File: config.mk
export PLATFORM = sky130hd
export DESIGN_NAME = tiled_to_linear_detile_addr
export DESIGN_NICKNAME = d
export VERILOG_FILES = /design/src/t2ld_pkg.sv /design/src/t2ld_row_seq.sv /design/src/t2ld_addr_pipe.sv /design/src/tiled_to_linear_detile_addr.sv
export SDC_FILE = /design/constraint.sdc
export NUM_CORES = 1
export LEC_CHECK = 0
export BUFFER_PORTS_ARGS = -buffer_cell sky130_fd_sc_hd__buf_2
export CAP_MARGIN = 20
export CORE_ASPECT_RATIO = 1.2
export CORE_MARGIN = 2
export CORE_UTILIZATION = 57
export DETAILED_ROUTE_END_ITERATION = 10
export PLACE_DENSITY = 0.72
export SKIP_CTS_REPAIR_TIMING = 1
export SLEW_MARGIN = 20
export SYNTH_ARGS = -nofsm -noshare
export SYNTH_HDL_FRONTEND = slang
export SYNTH_HIERARCHICAL = 1
export SYNTH_SLANG_ARGS = --single-unit
File: constraint.sdc
create_clock -name clk -period 18.7 [get_ports clk]
set_clock_uncertainty 0.1 [all_clocks]
set_input_delay 1.87 -clock clk [delete_from_list [all_inputs] [get_ports clk]]
set_output_delay 1.87 -clock clk [all_outputs]
set_load 0.02 [all_outputs]
File: src/t2ld_pkg.sv
package t2ld_pkg;

  localparam int ROWS_PER_BLOCK = 16;
  localparam int ROW_CNT_W      = $clog2(ROWS_PER_BLOCK);

  localparam int DIM_W    = 13;
  localparam int COORD_W  = 12;
  localparam int SRC_W    = 25;
  localparam int DST_W    = 24;
  localparam int PADDR_W  = 4;
  localparam int PDATA_W  = 32;

  localparam logic [DIM_W-1:0] FRAME_WIDTH_RST  = 13'd1920;
  localparam logic [DIM_W-1:0] FRAME_HEIGHT_RST = 13'd1088;

  typedef enum logic [1:0] {
    REG_FRAME_WIDTH  = 2'd0,
    REG_FRAME_HEIGHT = 2'd1,
    REG_CHROMA_MODE  = 2'd2
  } reg_idx_t;

  typedef struct packed {
    logic [COORD_W-1:0] block_col;
    logic [COORD_W-1:0] block_row;
  } in_word_t;

  typedef struct packed {
    logic [SRC_W-1:0] src_offset;
    logic [DST_W-1:0] dst_offset;
    logic [DST_W-1:0] v_dst_offset;
    logic             skip_row;
    logic             last_row;
  } out_word_t;

  typedef struct packed {
    logic [DIM_W-1:0] frame_width;
    logic [DIM_W-1:0] frame_height;
    logic             chroma_mode;
  } cfg_t;

  // One row request from the sequencer to the address pipeline.
  typedef struct packed {
    logic                 valid;
    logic [COORD_W-1:0]   col;
    logic [COORD_W-1:0]   row;
    logic [ROW_CNT_W-1:0] rnum;
    logic                 last;
  } row_req_t;

endpackage

File: src/t2ld_row_seq.sv
module t2ld_row_seq (
  input  logic               clk,
  input  logic               rst_n,
  input  logic               in_valid,
  output logic               in_stall,
  input  t2ld_pkg::in_word_t in_word,
  input  logic               take,
  output t2ld_pkg::row_req_t req
);
  import t2ld_pkg::*;

  localparam logic [ROW_CNT_W-1:0] LAST_ROW = ROW_CNT_W'(ROWS_PER_BLOCK - 1);

  logic                 busy_r, busy_nxt;
  logic [ROW_CNT_W-1:0] rnum_r, rnum_nxt;
  in_word_t             item_r;
  logic                 issue, issue_last, accept;

  // Issue one row per cycle while the pipeline moves
  assign issue      = busy_r && take;
  assign issue_last = issue && (rnum_r == LAST_ROW);
  assign in_stall   = busy_r && !issue_last;
  assign accept     = in_valid && !in_stall;

  assign req.valid = busy_r;
  assign req.col   = item_r.block_col;
  assign req.row   = item_r.block_row;
  assign req.rnum  = rnum_r;
  assign req.last  = (rnum_r == LAST_ROW);

  // Advance the row counter, reload on a new word
  always_comb begin
    busy_nxt = busy_r;
    rnum_nxt = rnum_r;
    if (accept) begin
      busy_nxt = 1'b1;
      rnum_nxt = '0;
    end else if (issue_last) begin
      busy_nxt = 1'b0;
      rnum_nxt = '0;
    end else if (issue) begin
      rnum_nxt = rnum_r + 1'b1;
    end
  end

  always_ff @(posedge clk) begin
    if (!rst_n) begin
      busy_r <= 1'b0;
      rnum_r <= '0;
    end else begin
      busy_r <= busy_nxt;
      rnum_r <= rnum_nxt;
    end
  end

  // Hold the block coordinates
  always_ff @(posedge clk) begin
    if (accept) begin
      item_r <= in_word;
    end
  end

endmodule

File: src/t2ld_addr_pipe.sv
module t2ld_addr_pipe (
  input  logic                clk,
  input  logic                rst_n,
  input  t2ld_pkg::cfg_t      cfg,
  input  t2ld_pkg::row_req_t  req,
  output logic                take,
  output logic                out_valid,
  input  logic                out_stall,
  output t2ld_pkg::out_word_t out_word
);
  import t2ld_pkg::*;

  localparam int PLANE_W = 2 * DIM_W;
  localparam int IDX_W   = PLANE_W + 1;
  localparam int HI_W    = COORD_W;
  localparam int RUX_W   = 7;
  localparam int COLP_W  = 5;
  localparam int LOW_W   = 11;

  // ---------------- stage A: decode (combinational) ----------------
  logic [DIM_W-1:0]   w_a, h_a, wm1_a, hm1_a, row_ext_a, row32_a, rsum_a;
  logic [RUX_W-1:0]   rux_a;
  logic [9:0]         x_a;
  logic               last_odd_a;
  logic [COLP_W-1:0]  column_a;
  logic [1:0]         bank_a;
  logic [LOW_W-1:0]   low_a;

  always_comb begin
    w_a        = cfg.frame_width;
    h_a        = cfg.chroma_mode ? {1'b0, cfg.frame_height[DIM_W-1:1]} : cfg.frame_height;
    wm1_a      = w_a - 1'b1;
    hm1_a      = h_a - 1'b1;
    rux_a      = {1'b0, wm1_a[DIM_W-1:7]} + 1'b1;
    x_a        = req.col[COORD_W-1:2];
    row_ext_a  = {1'b0, req.row};
    row32_a    = row_ext_a + 13'd32;
    rsum_a     = row_ext_a + {{(DIM_W-ROW_CNT_W){1'b0}}, req.rnum};
    last_odd_a = (h_a <= row32_a) && (row_ext_a < h_a) && !hm1_a[5] && !req.row[5];
    column_a   = last_odd_a ? {1'b0, x_a[9:6]} : x_a[9:5];
    bank_a     = {x_a[5] ^ req.row[5], x_a[4]};
    low_a      = {req.row[4:0], x_a[3:0], 2'b00};
  end

  // ---------------- handshake chain ----------------
  logic vb_r, vc_r, vd_r;
  logic en_b, en_c, en_d;

  assign en_d = !vd_r || !out_stall;
  assign en_c = !vc_r || en_d;
  assign en_b = !vb_r || en_c;
  assign take = en_b;

  always_ff @(posedge clk) begin
    if (!rst_n) begin
      vb_r <= 1'b0;
      vc_r <= 1'b0;
      vd_r <= 1'b0;
    end else begin
      if (en_b) vb_r <= req.valid;
      if (en_c) vc_r <= vb_r;
      if (en_d) vd_r <= vc_r;
    end
  end

  // ---------------- stage B: multiplies ----------------
  logic [PLANE_W-1:0]   idx_prod_b_r, plane_b_r;
  logic [HI_W-1:0]      hi_prod_b_r;
  logic [COLP_W-1:0]    column_b_r;
  logic [1:0]           bank_b_r;
  logic [LOW_W-1:0]     low_b_r;
  logic [ROW_CNT_W-1:0] rnum_b_r;
  logic [COORD_W-1:0]   col_b_r;
  logic                 last_b_r;
  logic [HI_W:0]        hi_prod_full;

  assign hi_prod_full = req.row[COORD_W-1:6] * rux_a;

  always_ff @(posedge clk) begin
    if (en_b && req.valid) begin
      idx_prod_b_r <= rsum_a * w_a;
      plane_b_r    <= w_a * h_a;
      hi_prod_b_r  <= hi_prod_full[HI_W-1:0];
      column_b_r   <= column_a;
      bank_b_r     <= bank_a;
      low_b_r      <= low_a;
      rnum_b_r     <= req.rnum;
      col_b_r      <= req.col;
      last_b_r     <= req.last;
    end
  end

  // ---------------- stage C: tile address and linear index ----------------
  logic [IDX_W-1:0]   idx_c_r;
  logic [PLANE_W-1:0] plane_c_r;
  logic [SRC_W-1:0]   src_c_r;
  logic               last_c_r;
  logic [HI_W-1:0]    high_c;
  logic [SRC_W-1:0]   base_c;

  assign high_c = hi_prod_b_r + {{(HI_W-COLP_W){1'b0}}, column_b_r};
  assign base_c = {high_c, bank_b_r, low_b_r};

  always_ff @(posedge clk) begin
    if (en_c && vb_r) begin
      idx_c_r   <= {1'b0, idx_prod_b_r} + {{(IDX_W-COORD_W){1'b0}}, col_b_r};
      plane_c_r <= plane_b_r;
      src_c_r   <= base_c + {{(SRC_W-ROW_CNT_W-6){1'b0}}, rnum_b_r, 6'b0};
      last_c_r  <= last_b_r;
    end
  end

  // ---------------- stage D: output word ----------------
  logic [IDX_W:0]     idx16_c;
  logic [PLANE_W-1:0] vsum_c;
  out_word_t          word_c, out_r;

  always_comb begin
    idx16_c             = {1'b0, idx_c_r} + 28'd16;
    vsum_c              = {1'b0, plane_c_r[PLANE_W-1:1]} + {1'b0, idx_c_r[PLANE_W-1:1]};
    word_c.src_offset   = src_c_r;
    word_c.dst_offset   = cfg.chroma_mode ? idx_c_r[DST_W:1] : idx_c_r[DST_W-1:0];
    word_c.v_dst_offset = cfg.chroma_mode ? vsum_c[DST_W-1:0] : '0;
    word_c.skip_row     = idx16_c > {2'b00, plane_c_r};
    word_c.last_row     = last_c_r;
  end

  always_ff @(posedge clk) begin
    if (en_d && vc_r) begin
      out_r <= word_c;
    end
  end

  assign out_valid = vd_r;
  assign out_word  = out_r;

endmodule

File: src/tiled_to_linear_detile_addr.sv
// Channel  | Handshake            | Word
// ---------+----------------------+------------------------------------------
// in       | in_valid / in_stall  | in_word: block_col, block_row
// out      | out_valid / out_stall| out_word: src, dst, v_dst, skip, last
// cfg      | APB psel/penable     | frame_width, frame_height, chroma_mode
//
// Each input word yields 16 output words, one per cycle while out_stall is low,
// issued by the row sequencer; the next block is taken on the cycle its last row issues.
// A row reaches the output through the sequencer register, stage B, stage C and
// the output register.
// Reset (synchronous, rst_n low) empties the sequencer and the pipeline.
// out_stall freezes the pipeline and, once it backs up, the sequencer.
module tiled_to_linear_detile_addr (
  input  logic                                 clk,
  input  logic                                 rst_n,
  input  logic                                 in_valid,
  output logic                                 in_stall,
  input  t2ld_pkg::in_word_t                   in_word,
  output logic                                 out_valid,
  input  logic                                 out_stall,
  output t2ld_pkg::out_word_t                  out_word,
  input  logic                                 psel,
  input  logic                                 penable,
  input  logic                                 pwrite,
  input  logic [t2ld_pkg::PADDR_W-1:0]         paddr,
  input  logic [t2ld_pkg::PDATA_W-1:0]         pwdata,
  output logic [t2ld_pkg::PDATA_W-1:0]         prdata,
  output logic                                 pready
);
  import t2ld_pkg::*;

  cfg_t     cfg_r;
  reg_idx_t reg_sel;
  logic     cfg_wr;
  row_req_t req;
  logic     take;

  assign pready  = 1'b1;
  assign reg_sel = reg_idx_t'(paddr[3:2]);
  assign cfg_wr  = psel && penable && pwrite;

  // Write the configuration registers
  always_ff @(posedge clk) begin
    if (!rst_n) begin
      cfg_r.frame_width  <= FRAME_WIDTH_RST;
      cfg_r.frame_height <= FRAME_HEIGHT_RST;
      cfg_r.chroma_mode  <= 1'b0;
    end else if (cfg_wr) begin
      case (reg_sel)
        REG_FRAME_WIDTH:  cfg_r.frame_width  <= pwdata[DIM_W-1:0];
        REG_FRAME_HEIGHT: cfg_r.frame_height <= pwdata[DIM_W-1:0];
        REG_CHROMA_MODE:  cfg_r.chroma_mode  <= pwdata[0];
        default: ;
      endcase
    end
  end

  // Read back
  always_comb begin
    case (reg_sel)
      REG_FRAME_WIDTH:  prdata = {{(PDATA_W-DIM_W){1'b0}}, cfg_r.frame_width};
      REG_FRAME_HEIGHT: prdata = {{(PDATA_W-DIM_W){1'b0}}, cfg_r.frame_height};
      REG_CHROMA_MODE:  prdata = {{(PDATA_W-1){1'b0}}, cfg_r.chroma_mode};
      default:          prdata = '0;
    endcase
  end

  t2ld_row_seq u_seq (
    .clk      (clk),
    .rst_n    (rst_n),
    .in_valid (in_valid),
    .in_stall (in_stall),
    .in_word  (in_word),
    .take     (take),
    .req      (req)
  );

  t2ld_addr_pipe u_pipe (
    .clk       (clk),
    .rst_n     (rst_n),
    .cfg       (cfg_r),
    .req       (req),
    .take      (take),
    .out_valid (out_valid),
    .out_stall (out_stall),
    .out_word  (out_word)
  );

endmodule

Yosys cells after proc, flatten, opt, wreduce, memory -nomap -nowiden
Index checks and enable logic that the tools add are counted.
{ "totals": {"word_cells": 85, "reg_bits": 310, "output_inout_bits": 110} }
{ "op_classes": {"add_sub_neg": 11, "n_mux": 6, "order_cmp": 3, "n_mul": 3, "n_reduce_logical": 28, "n_eq_ne": 3, "bitwise_logic": 2} }
{ "ops": {"columns": ["op", "count"], "rows": [
  ["$mul 13x13->26", 2],
  ["$pmux 13 s3", 1],
  ["$add 27x5->28 const B", 1],
  ["$gt 28x26->1", 1],
  ["$add 26x12->27", 1],
  ["$add 25x10->25", 1],
  ["$add 24x24->24", 1],
  ["$mux 24", 1],
  ["$add 12x4->13", 1],
  ["$add 12x6->13 const B", 1],
  ["$le 13x13->1", 1],
  ["$lt 12x13->1", 1],
  ["$mux 13", 1],
  ["$sub 13x1->13 const B", 1],
  ["$add 12x5->12", 1],
  ["$mul 6x7->12", 1],
  ["$logic_and 1x1->1", 11],
  ["$logic_not 1->1", 8],
  ["$add 6x1->7 const B", 1],
  ["$reduce_and 2->1", 3],
  ["$sub 6x1->6 const B", 1],
  ["$add 4x1->4 const B", 1],
  ["$eq 4x4->1 const B", 1],
  ["$mux 4", 1],
  ["9 further kinds", 12]
]} }

Longest topological paths before layout
Gate-level depths: netlist of the first run.
{ "logic_depth": {"ltp_word": 11, "ltp_mapped": 28, "mapped_depth_nobuf": 27} }

Hierarchy
The synthesis of the first run kept the hierarchy.
{ "modules_own_cells": {"columns": ["mod", "cells_per_inst", "area_per_inst_um2", "instances"], "rows": [
  ["t2ld_addr_pipe", 2425, 24905.1, 1],
  ["tiled_to_linear_detile_addr", 162, 1458.9, 1],
  ["t2ld_row_seq", 53, 957.2, 1]
]} }

Least setup slack after synthesis of the first run
OpenSTA, ideal clock, no wires.
{ "synth_path": {"path_kind": "in2reg", "from": "input out_stall", "to": "register u_pipe.out_r, in the netlist u_pipe/out_word[0] (enable)", "setup_slack_ps": 10802, "arrival_time_ps": 7183, "t_required_ps": 17985, "path_stages": 1, "n_path_buf": 0, "cell_sequence": "a21boi_0"} }
{ "synth_between": {"elab_chain_cells": 3} }
{ "synth_lines": {"columns": ["item", "line", "text"], "rows": [
  ["start, declared", "tiled_to_linear_detile_addr.sv:20", "input logic out_stall,"],
  ["$logic_not 1->1", "t2ld_addr_pipe.sv:49", "assign en_d = !vd_r || !out_stall;"],
  ["$logic_or 1x1->1", "t2ld_addr_pipe.sv:49", null],
  ["$logic_and 1x1->1", "t2ld_addr_pipe.sv:129", "if (en_d && vc_r) begin"],
  ["end signal, assigned", "t2ld_addr_pipe.sv:130", "out_r <= word_c;"],
  ["end, declared", "t2ld_addr_pipe.sv:116", "out_word_t word_c, out_r;"]
]} }
Every way passes these cells.
A chain may end at the register's enable or synchronous reset.

Worst setup path after layout of the first run
{ "layout_path": {"from": "register u_seq.rnum_r[0]", "to": "register u_pipe.idx_prod_b_r[22] (data pin)"} }
{ "layout_between": {"elab_chain_cells": 2} }
{ "layout_lines": {"columns": ["item", "line", "text"], "rows": [
  ["start, declared", "t2ld_row_seq.sv:15", "logic [ROW_CNT_W-1:0] rnum_r, rnum_nxt;"],
  ["start signal, assigned", "t2ld_row_seq.sv:52", "rnum_r <= rnum_nxt;"],
  ["$add 12x4->13", "t2ld_addr_pipe.sv:38", "rsum_a = row_ext_a + {{(DIM_W-ROW_CNT_W){1'b0}}, req.rnum};"],
  ["$mul 13x13->26", "t2ld_addr_pipe.sv:81", "idx_prod_b_r <= rsum_a * w_a;"],
  ["end signal, assigned", "t2ld_addr_pipe.sv:81", null],
  ["end, declared", "t2ld_addr_pipe.sv:67", "logic [PLANE_W-1:0] idx_prod_b_r, plane_b_r;"]
]} }
Every way passes these cells.

==> metrics, run 1 <==
average wire per cell in the routed design=17.43 microns; First-pass DRT Iterations=5; Starting Density=0.5797; number of buffers added on ports=around 130; async set-or-reset flop fraction in the synthesized netlist=0; number of global-route vias before repair=19980; critical path class=reg2reg; final period demand of the worst path=about 7.3 ns; clock slew at reported path FFs=roughly 0.06 ns; Post-Route Utilization=0.6297; max-cap violation count=0; count of flip-flops with a built-in enable after synthesis=266; area added between synthesis and finish=8.628%; row count=87; final weighted congestion in routability-driven placement=~0.87; Warnings, synthesis=6; largest stage delay on the critical path=0.53 ns; drt initial violations=941; Detailed Route WL=59150 microns; TritonCTS clock tree=built; number of instances in the synthesized netlist=between 2000 and 3000; maximum vdd drop=0.06809 mV; proportion of synthesized chip area in sequential cells=0.3180; Post-Place Cell Area=0.02856 sq mm; most common library cell in the layout ignoring fill and taps=sky130_fd_sc_hd__inv_1; Crit path required time=19.01 ns; Overflow after GRT=0; total vias in the final route=between 15000 and 20000; detailed-route vias per instance=about 5.5; I/O pin count=177; tightest hold margin=0.3062 ns; Max Fanout on Critical Path=13; wire length of the first global-routing pass=roughly 98000 microns; Synth area leaders=sky130_fd_sc_hd__edfxtp_1 (29%), sky130_fd_sc_hd__fa_1 (20%), sky130_fd_sc_hd__ha_1 (12%), sky130_fd_sc_hd__inv_1 (5.5%), sky130_fd_sc_hd__nand2_1 (4.2%); horizontal die dimension=203.9 microns; area of combinational cells with multiple inputs=0.01669 sq mm; Finish-stage setup viols=0; largest buffer count on any clock path=3; die outline height=243.8 microns; setup slack, reg-to-reg=11.36 ns; total power density per cell area=76.96 mW/mm^2; Max Fclk=136.2 MHz; CTS Buf Count=31; dominant delay contributor by cell family on the critical path=adder cells; Sequential Area=0.008692 sq mm; max-slew headroom at the worst pin=0.3808; number of antenna violations at the first check in global routing=0; CP endpoint kind=register; number of synthesized register bits=roughly 300; setup TNS=0 ns; Buf+Inv Stages, Crit Path=6; layout cells sized above 1=0.09856; cell taking the most area after synthesis=sky130_fd_sc_hd__edfxtp_1; Die ar.=0.04971 sq mm; half-perimeter wire length of the detailed placement result=45160 microns; netlist area before placement=0.02732 sq mm; post-route cell area=0.02968 sq mm; main flop type after synthesis=sky130_fd_sc_hd__edfxtp_1; Root Driver=sky130_fd_sc_hd__clkbuf_16; standby leakage power=between 10 and 15 nW; Pwr Total=0.002284 W; clock latency of the later-clocked register in the worst-skew pair=0.61 ns; dominant cell type by count on the critical path=sky130_fd_sc_hd__fa_1; number of remaining DRC errors=0; RSZ-0062 raised after global routing=false; result of the run=finished clean; CTS H-Tree Depth=1; number of unique standard cell types used by synthesis=77; count of endpoints failing hold in the final timing report=0; maximum number of pins on one net before global-route repair=74; overall track demand over capacity in global routing=0.2447; slew at the pin closest to its max-slew limit=0.9288 ns; slowest library cell on the worst path=sky130_fd_sc_hd__fa_1; CTS sink cnt=301; Antenna Diode Count=0; Setup crit start kind=register; total number of nets in the final design=3344; number of fill cells in the layout=3745; Arrival @ worst endpoint=7.66 ns; highest-count cells in the layout ignoring fill and taps=sky130_fd_sc_hd__inv_1 (402), sky130_fd_sc_hd__nand2_1 (309), sky130_fd_sc_hd__fa_1 (267), sky130_fd_sc_hd__edfxtp_1 (266), sky130_fd_sc_hd__ha_1 (265); Final Cycle Share=0.3927; worst min-delay path class=reg2reg; number of max-slew violations in the final report=0; post-synth top area share=0.2924; DRT antenna net count=0; Core ar.=0.04713 sq mm; per-instance average area after synthesis=10.35 sq um
metrics by stage:
step | setup WS (ns) | std cells
2_1_floorplan | 10.80 | 2659
3_3_place_gp | 11.49 | 3335
3_5_place_dp | 11.42 | 3335
4_1_cts | 11.37 | 3393
5_1_grt | 10.91 | 3393
6_report | 11.36 | 3393
final timing paths:
check	start	endpoint	cells after the start
worst max-delay path	u_seq/rnum_r[0]	u_pipe/idx_prod_b_r[22]	28
worst min-delay path	u_pipe/plane_b_r[5]	u_pipe/plane_c_r[5]	0
worst max register to register	u_seq/rnum_r[0]	u_pipe/idx_prod_b_r[22]	28
worst min register to register	u_pipe/plane_b_r[5]	u_pipe/plane_c_r[5]	0
cells in the mapped netlist (35+ instances only):
cell	n
sky130_fd_sc_hd__a21o_1	46
sky130_fd_sc_hd__a21oi_1	80
sky130_fd_sc_hd__and2_1	162
sky130_fd_sc_hd__clkbuf_1	75
sky130_fd_sc_hd__dfxtp_1	35
sky130_fd_sc_hd__edfxtp_1	266
sky130_fd_sc_hd__fa_1	267
sky130_fd_sc_hd__ha_1	265
sky130_fd_sc_hd__inv_1	402
sky130_fd_sc_hd__mux2i_1	47
sky130_fd_sc_hd__nand2_1	309
sky130_fd_sc_hd__nand3_1	38
sky130_fd_sc_hd__nor2_1	88
sky130_fd_sc_hd__nor2b_1	44
sky130_fd_sc_hd__o21ai_0	50
sky130_fd_sc_hd__xnor2_1	96
sky130_fd_sc_hd__xor2_1	50
logic make-up (layout without fill, tap and decap cells):
family                     Yosys count  after routing  share of synthesized area
and+or+nand+nor                    760            760                     0.1379
adders and majority gates          532            532                     0.3170
buffers and inverters              514            625                    0.07501
AOI/OAI and AO/OA                  305            305                    0.07447
DFF                                301            301                     0.3180
xor gates and xnor gates           146            146                    0.04680
muxes                               79             79                    0.03041
other                                3             22                  0.0004121
area by class of cell:
| type | count | share of cell area |
|---|---|---|
| Clock buffer | 35 | 0.02664 |
| Timing Repair Buffer | 164 | 0.03027 |
| Sequential cell | 301 | 0.2929 |
| Multi-Input combinational cell | 1844 | 0.5623 |
| Clock inverter | 23 | 0.01071 |
| Inverter | 403 | 0.05097 |
| Tap cell | 623 | 0.02626 |
worst reg2reg max path: cells and delay by family (launching register included):
family | cells | cell delay [ns]
flops | 1 | 0.46
xor+xnor | 1 | 0.10
compound gates | 7 | 1.71
simple gates | 6 | 0.81
fa+ha+maj | 8 | 3.49
buf+inv | 6 | 0.47
power breakdown:
part / internal, W / leakage, nW / switching, W
Sequential: 0.000831 / 2.76 / 0.0000474
Clock: 0.000393 / 0.533 / 0.000272
Combinational: 0.000314 / 10.5 / 0.000426
flip-flops by register name (all words and copies together), names as in the netlist, 23 cells and up:
signal and cells:
u_pipe/out_word 73, cfg_r 27, u_pipe/idx_c_r 27, u_pipe/idx_prod_b_r 26, u_pipe/plane_b_r 26, u_pipe/plane_c_r 26, u_seq/req 24, u_pipe/src_c_r 23
per-layer routing:
layer | share of wire | GRT usage | vias to the layer above
li1 | - | - | 8841
met1 | 0.41 | 0.2975 | 9258
met2 | 0.51 | 0.4441 | 536
met3 | 0.051 | 0.03224 | 130
met4 | 0.030 | 0.08351 | 0
met5 | 0 | 0 | -
Note: power is estimated with default switching activity, not from simulation.
==> run 2: changes to the inputs <==
--- a/config.mk
+++ b/config.mk
@@ -11,7 +11,7 @@
 export CORE_MARGIN = 2
 export CORE_UTILIZATION = 57
 export DETAILED_ROUTE_END_ITERATION = 10
-export PLACE_DENSITY = 0.72
+export PLACE_DENSITY = 0.75
 export SKIP_CTS_REPAIR_TIMING = 1
 export SLEW_MARGIN = 20
 export SYNTH_ARGS = -nofsm -noshare
==> constraint.sdc (replaced) <==
create_clock -name clk -period 6.3 [get_ports clk]
set_clock_uncertainty 0.1 [all_clocks]
set_input_delay 0.63 -clock clk [delete_from_list [all_inputs] [get_ports clk]]
set_output_delay 0.63 -clock clk [all_outputs]
set_load 0.02 [all_outputs]
==> run 2 against run 1 <==
The run now ends with setup timing left. First-iteration DRC count is 25% higher. Utilization up 3.9 points. Wire length increased by 9.1%. Die area unchanged. Sequential share of layout area down 1.7 points. Non-clock buffer count grew 165. Highest routed layer unchanged.
==> metrics, run 2 (synthesized netlist as in run 1, its figures left out) <==
worst setup slack after layout=-0.3163 ns (was 11.36 ns); drt initial violations=1173 (was 941); row count=87 (unchanged); number of buffers added on ports=133 (unchanged); slew at the pin closest to its max-slew limit=0.9848 ns (was 0.9288 ns); Detailed Route WL=64520 microns (was 59150 microns); final period demand of the worst path=6.616 ns (was 7.344 ns); Final Cycle Share=1.050 (was 0.3927); largest buffer count on any clock path=3 (unchanged); I/O pin count=177 (unchanged); final weighted congestion in routability-driven placement=0.8961 (was 0.8678); TritonCTS clock tree=built (unchanged); worst min-delay path class=in2reg (was reg2reg); Antenna Diode Count=0 (unchanged); max reg flops=73 (unchanged); most common library cell in the layout ignoring fill and taps=sky130_fd_sc_hd__inv_1 (unchanged); die outline height=243.8 microns (unchanged); Setup crit start kind=register (unchanged); average wire per cell in the routed design=18.14 microns (was 17.43 microns); overall track demand over capacity in global routing=0.2578 (was 0.2447); result of the run=finished, violations left (was finished clean); clock slew at reported path FFs=0.07 ns (was 0.06 ns); horizontal die dimension=203.9 microns (unchanged); Starting Density=0.5797 (unchanged); number of remaining DRC errors=0 (unchanged); max-slew headroom at the worst pin=0.3404 (was 0.3808); detailed-route vias per instance=5.527 (was 5.531); total power density per cell area=234.5 mW/mm^2 (was 76.96 mW/mm^2); number of max-slew violations in the final report=0 (unchanged); maximum number of pins on one net before global-route repair=74 (unchanged); setup TNS=-2.937 ns (was 0 ns); Finish-stage setup viols=13 (was 0); CP endpoint kind=register (unchanged); Arrival @ worst endpoint=6.85 ns (was 7.66 ns); CTS H-Tree Depth=1 (unchanged); maximum vdd drop=0.2051 mV (was 0.06809 mV); highest-count cells in the layout ignoring fill and taps=sky130_fd_sc_hd__inv_1 (389), sky130_fd_sc_hd__nand2_1 (299), sky130_fd_sc_hd__edfxtp_1 (266), sky130_fd_sc_hd__fa_1 (265), sky130_fd_sc_hd__ha_1 (254) (was sky130_fd_sc_hd__inv_1 (402), sky130_fd_sc_hd__nand2_1 (309), sky130_fd_sc_hd__fa_1 (267), sky130_fd_sc_hd__edfxtp_1 (266), sky130_fd_sc_hd__ha_1 (265)); clock latency of the later-clocked register in the worst-skew pair=0.61 ns (about the same); DRT antenna net count=0 (unchanged); failing checks=setup timing; Root Driver=sky130_fd_sc_hd__clkbuf_16 (unchanged); total number of nets in the final design=3509 (was 3344); setup slack, reg-to-reg=-0.32 ns (was 11.36 ns); Pwr Total=0.007393 W (was 0.002284 W); Max Fclk=151.1 MHz (was 136.2 MHz); Die ar.=0.04971 sq mm (unchanged); count of endpoints failing hold in the final timing report=0 (unchanged); Core ar.=0.04713 sq mm (unchanged); number of antenna violations at the first check in global routing=1 (was 0); Overflow after GRT=0 (unchanged); number of global-route vias before repair=20420 (was 19980); standby leakage power=14.81 nW (was 13.82 nW); max-cap violation count=0 (unchanged); Max Fanout on Critical Path=5 (was 13); total vias in the final route=19660 (was 18770); layout cells sized above 1=0.1766 (was 0.09856); Crit path required time=6.53 ns (was 19.01 ns); critical path class=reg2reg (unchanged); First-pass DRT Iterations=5 (unchanged); wire length of the first global-routing pass=102500 microns (was 97750 microns); CTS sink cnt=301 (unchanged); half-perimeter wire length of the detailed placement result=50460 microns (was 45160 microns); area added between synthesis and finish=15.41% (was 8.628%); RSZ-0062 raised after global routing=true (was false); Post-Route Utilization=0.6690 (was 0.6297); CTS Buf Count=30 (was 31)
## run 2: cell types whose count changed in the layout (fill, tap and decap cells not counted), sizes merged
cell,previous run,this run
buf,164,327
bufinv,6,5
clkbuf,35,40
clkinv,10,13
clkinvlp,3,1
inv,407,402
xnor2,96,97
## run 2: worst max-delay path, cell delays in order (launching register included)
cell,delay [ns]
sky130_fd_sc_hd__edfxtp_1,0.36
sky130_fd_sc_hd__ha_2,0.19
sky130_fd_sc_hd__inv_2,0.04
sky130_fd_sc_hd__fa_2,0.33
sky130_fd_sc_hd__nor2b_1,0.13
sky130_fd_sc_hd__o21ai_1,0.09
sky130_fd_sc_hd__nand2b_1,0.16
sky130_fd_sc_hd__and2_4,0.23
sky130_fd_sc_hd__nand2_8,0.09
sky130_fd_sc_hd__xnor2_2,0.31
sky130_fd_sc_hd__nand2_1,0.13
sky130_fd_sc_hd__fa_1,0.52
sky130_fd_sc_hd__fa_1,0.53
sky130_fd_sc_hd__inv_1,0.06
sky130_fd_sc_hd__fa_1,0.47
sky130_fd_sc_hd__fa_1,0.57
sky130_fd_sc_hd__inv_2,0.04
sky130_fd_sc_hd__fa_1,0.52
sky130_fd_sc_hd__inv_1,0.04
sky130_fd_sc_hd__ha_2,0.18
sky130_fd_sc_hd__buf_4,0.14
sky130_fd_sc_hd__a21o_1,0.16
sky130_fd_sc_hd__a21o_1,0.19
sky130_fd_sc_hd__a21oi_2,0.13
sky130_fd_sc_hd__o31a_1,0.28
sky130_fd_sc_hd__o21bai_2,0.13
sky130_fd_sc_hd__a21oi_2,0.14
sky130_fd_sc_hd__xnor2_1,0.08
## run 2: layout make-up
cell class	instances	area [sq um]
fillers	3550	15600
inverters	403	1513
well taps	623	779.5
multi-input cells	1845	17190
clock buffers	38	820.8
clock inverters	18	269.0
flip-flops and latches	301	8693
repair buffers	329	2270
## run 2: per-stage QoR
step                      hold slack (ns)  area, sq um  instances  worst slack, ns
after floorplan                    0.3003        27520       2659         0.001505
after global routing              0.08592        31530       3557          -0.5194
final                              0.1007        31530       3557          -0.3163
after global placement             0.3016        29770       3471          -0.3510
after CTS                         0.07809        30860       3527          -0.5769
after detailed placement           0.3054        29770       3471          -0.5086
## run 2: power by group
group	switching, W	internal, W	leakage (nW)
clock	0.000796	0.00114	0.528
sequential	0.000152	0.00247	2.77
combinational	0.00152	0.00132	11.5
## run 2: path summary, 6_finish.rpt
path                                           endpoint  cells after the start            startpoint
worst min-delay path                      u_seq/req[25]                      1           in_word[20]
worst max-delay path            u_pipe/idx_prod_b_r[21]                     27          u_seq/req[5]
worst max register to register  u_pipe/idx_prod_b_r[21]                     27          u_seq/req[5]
worst min register to register     u_pipe/plane_c_r[13]                      0  u_pipe/plane_b_r[13]
## run 2: per-layer routing
layer / vias up / routed length (microns) / track usage
met4: 0 / 2251 / 0.08480
met5: - / 0 / 0
met2: 568 / 33600 / 0.4663
li1: 9167 / - / -
met3: 163 / 3110 / 0.02970
met1: 9760 / 25560 / 0.3193
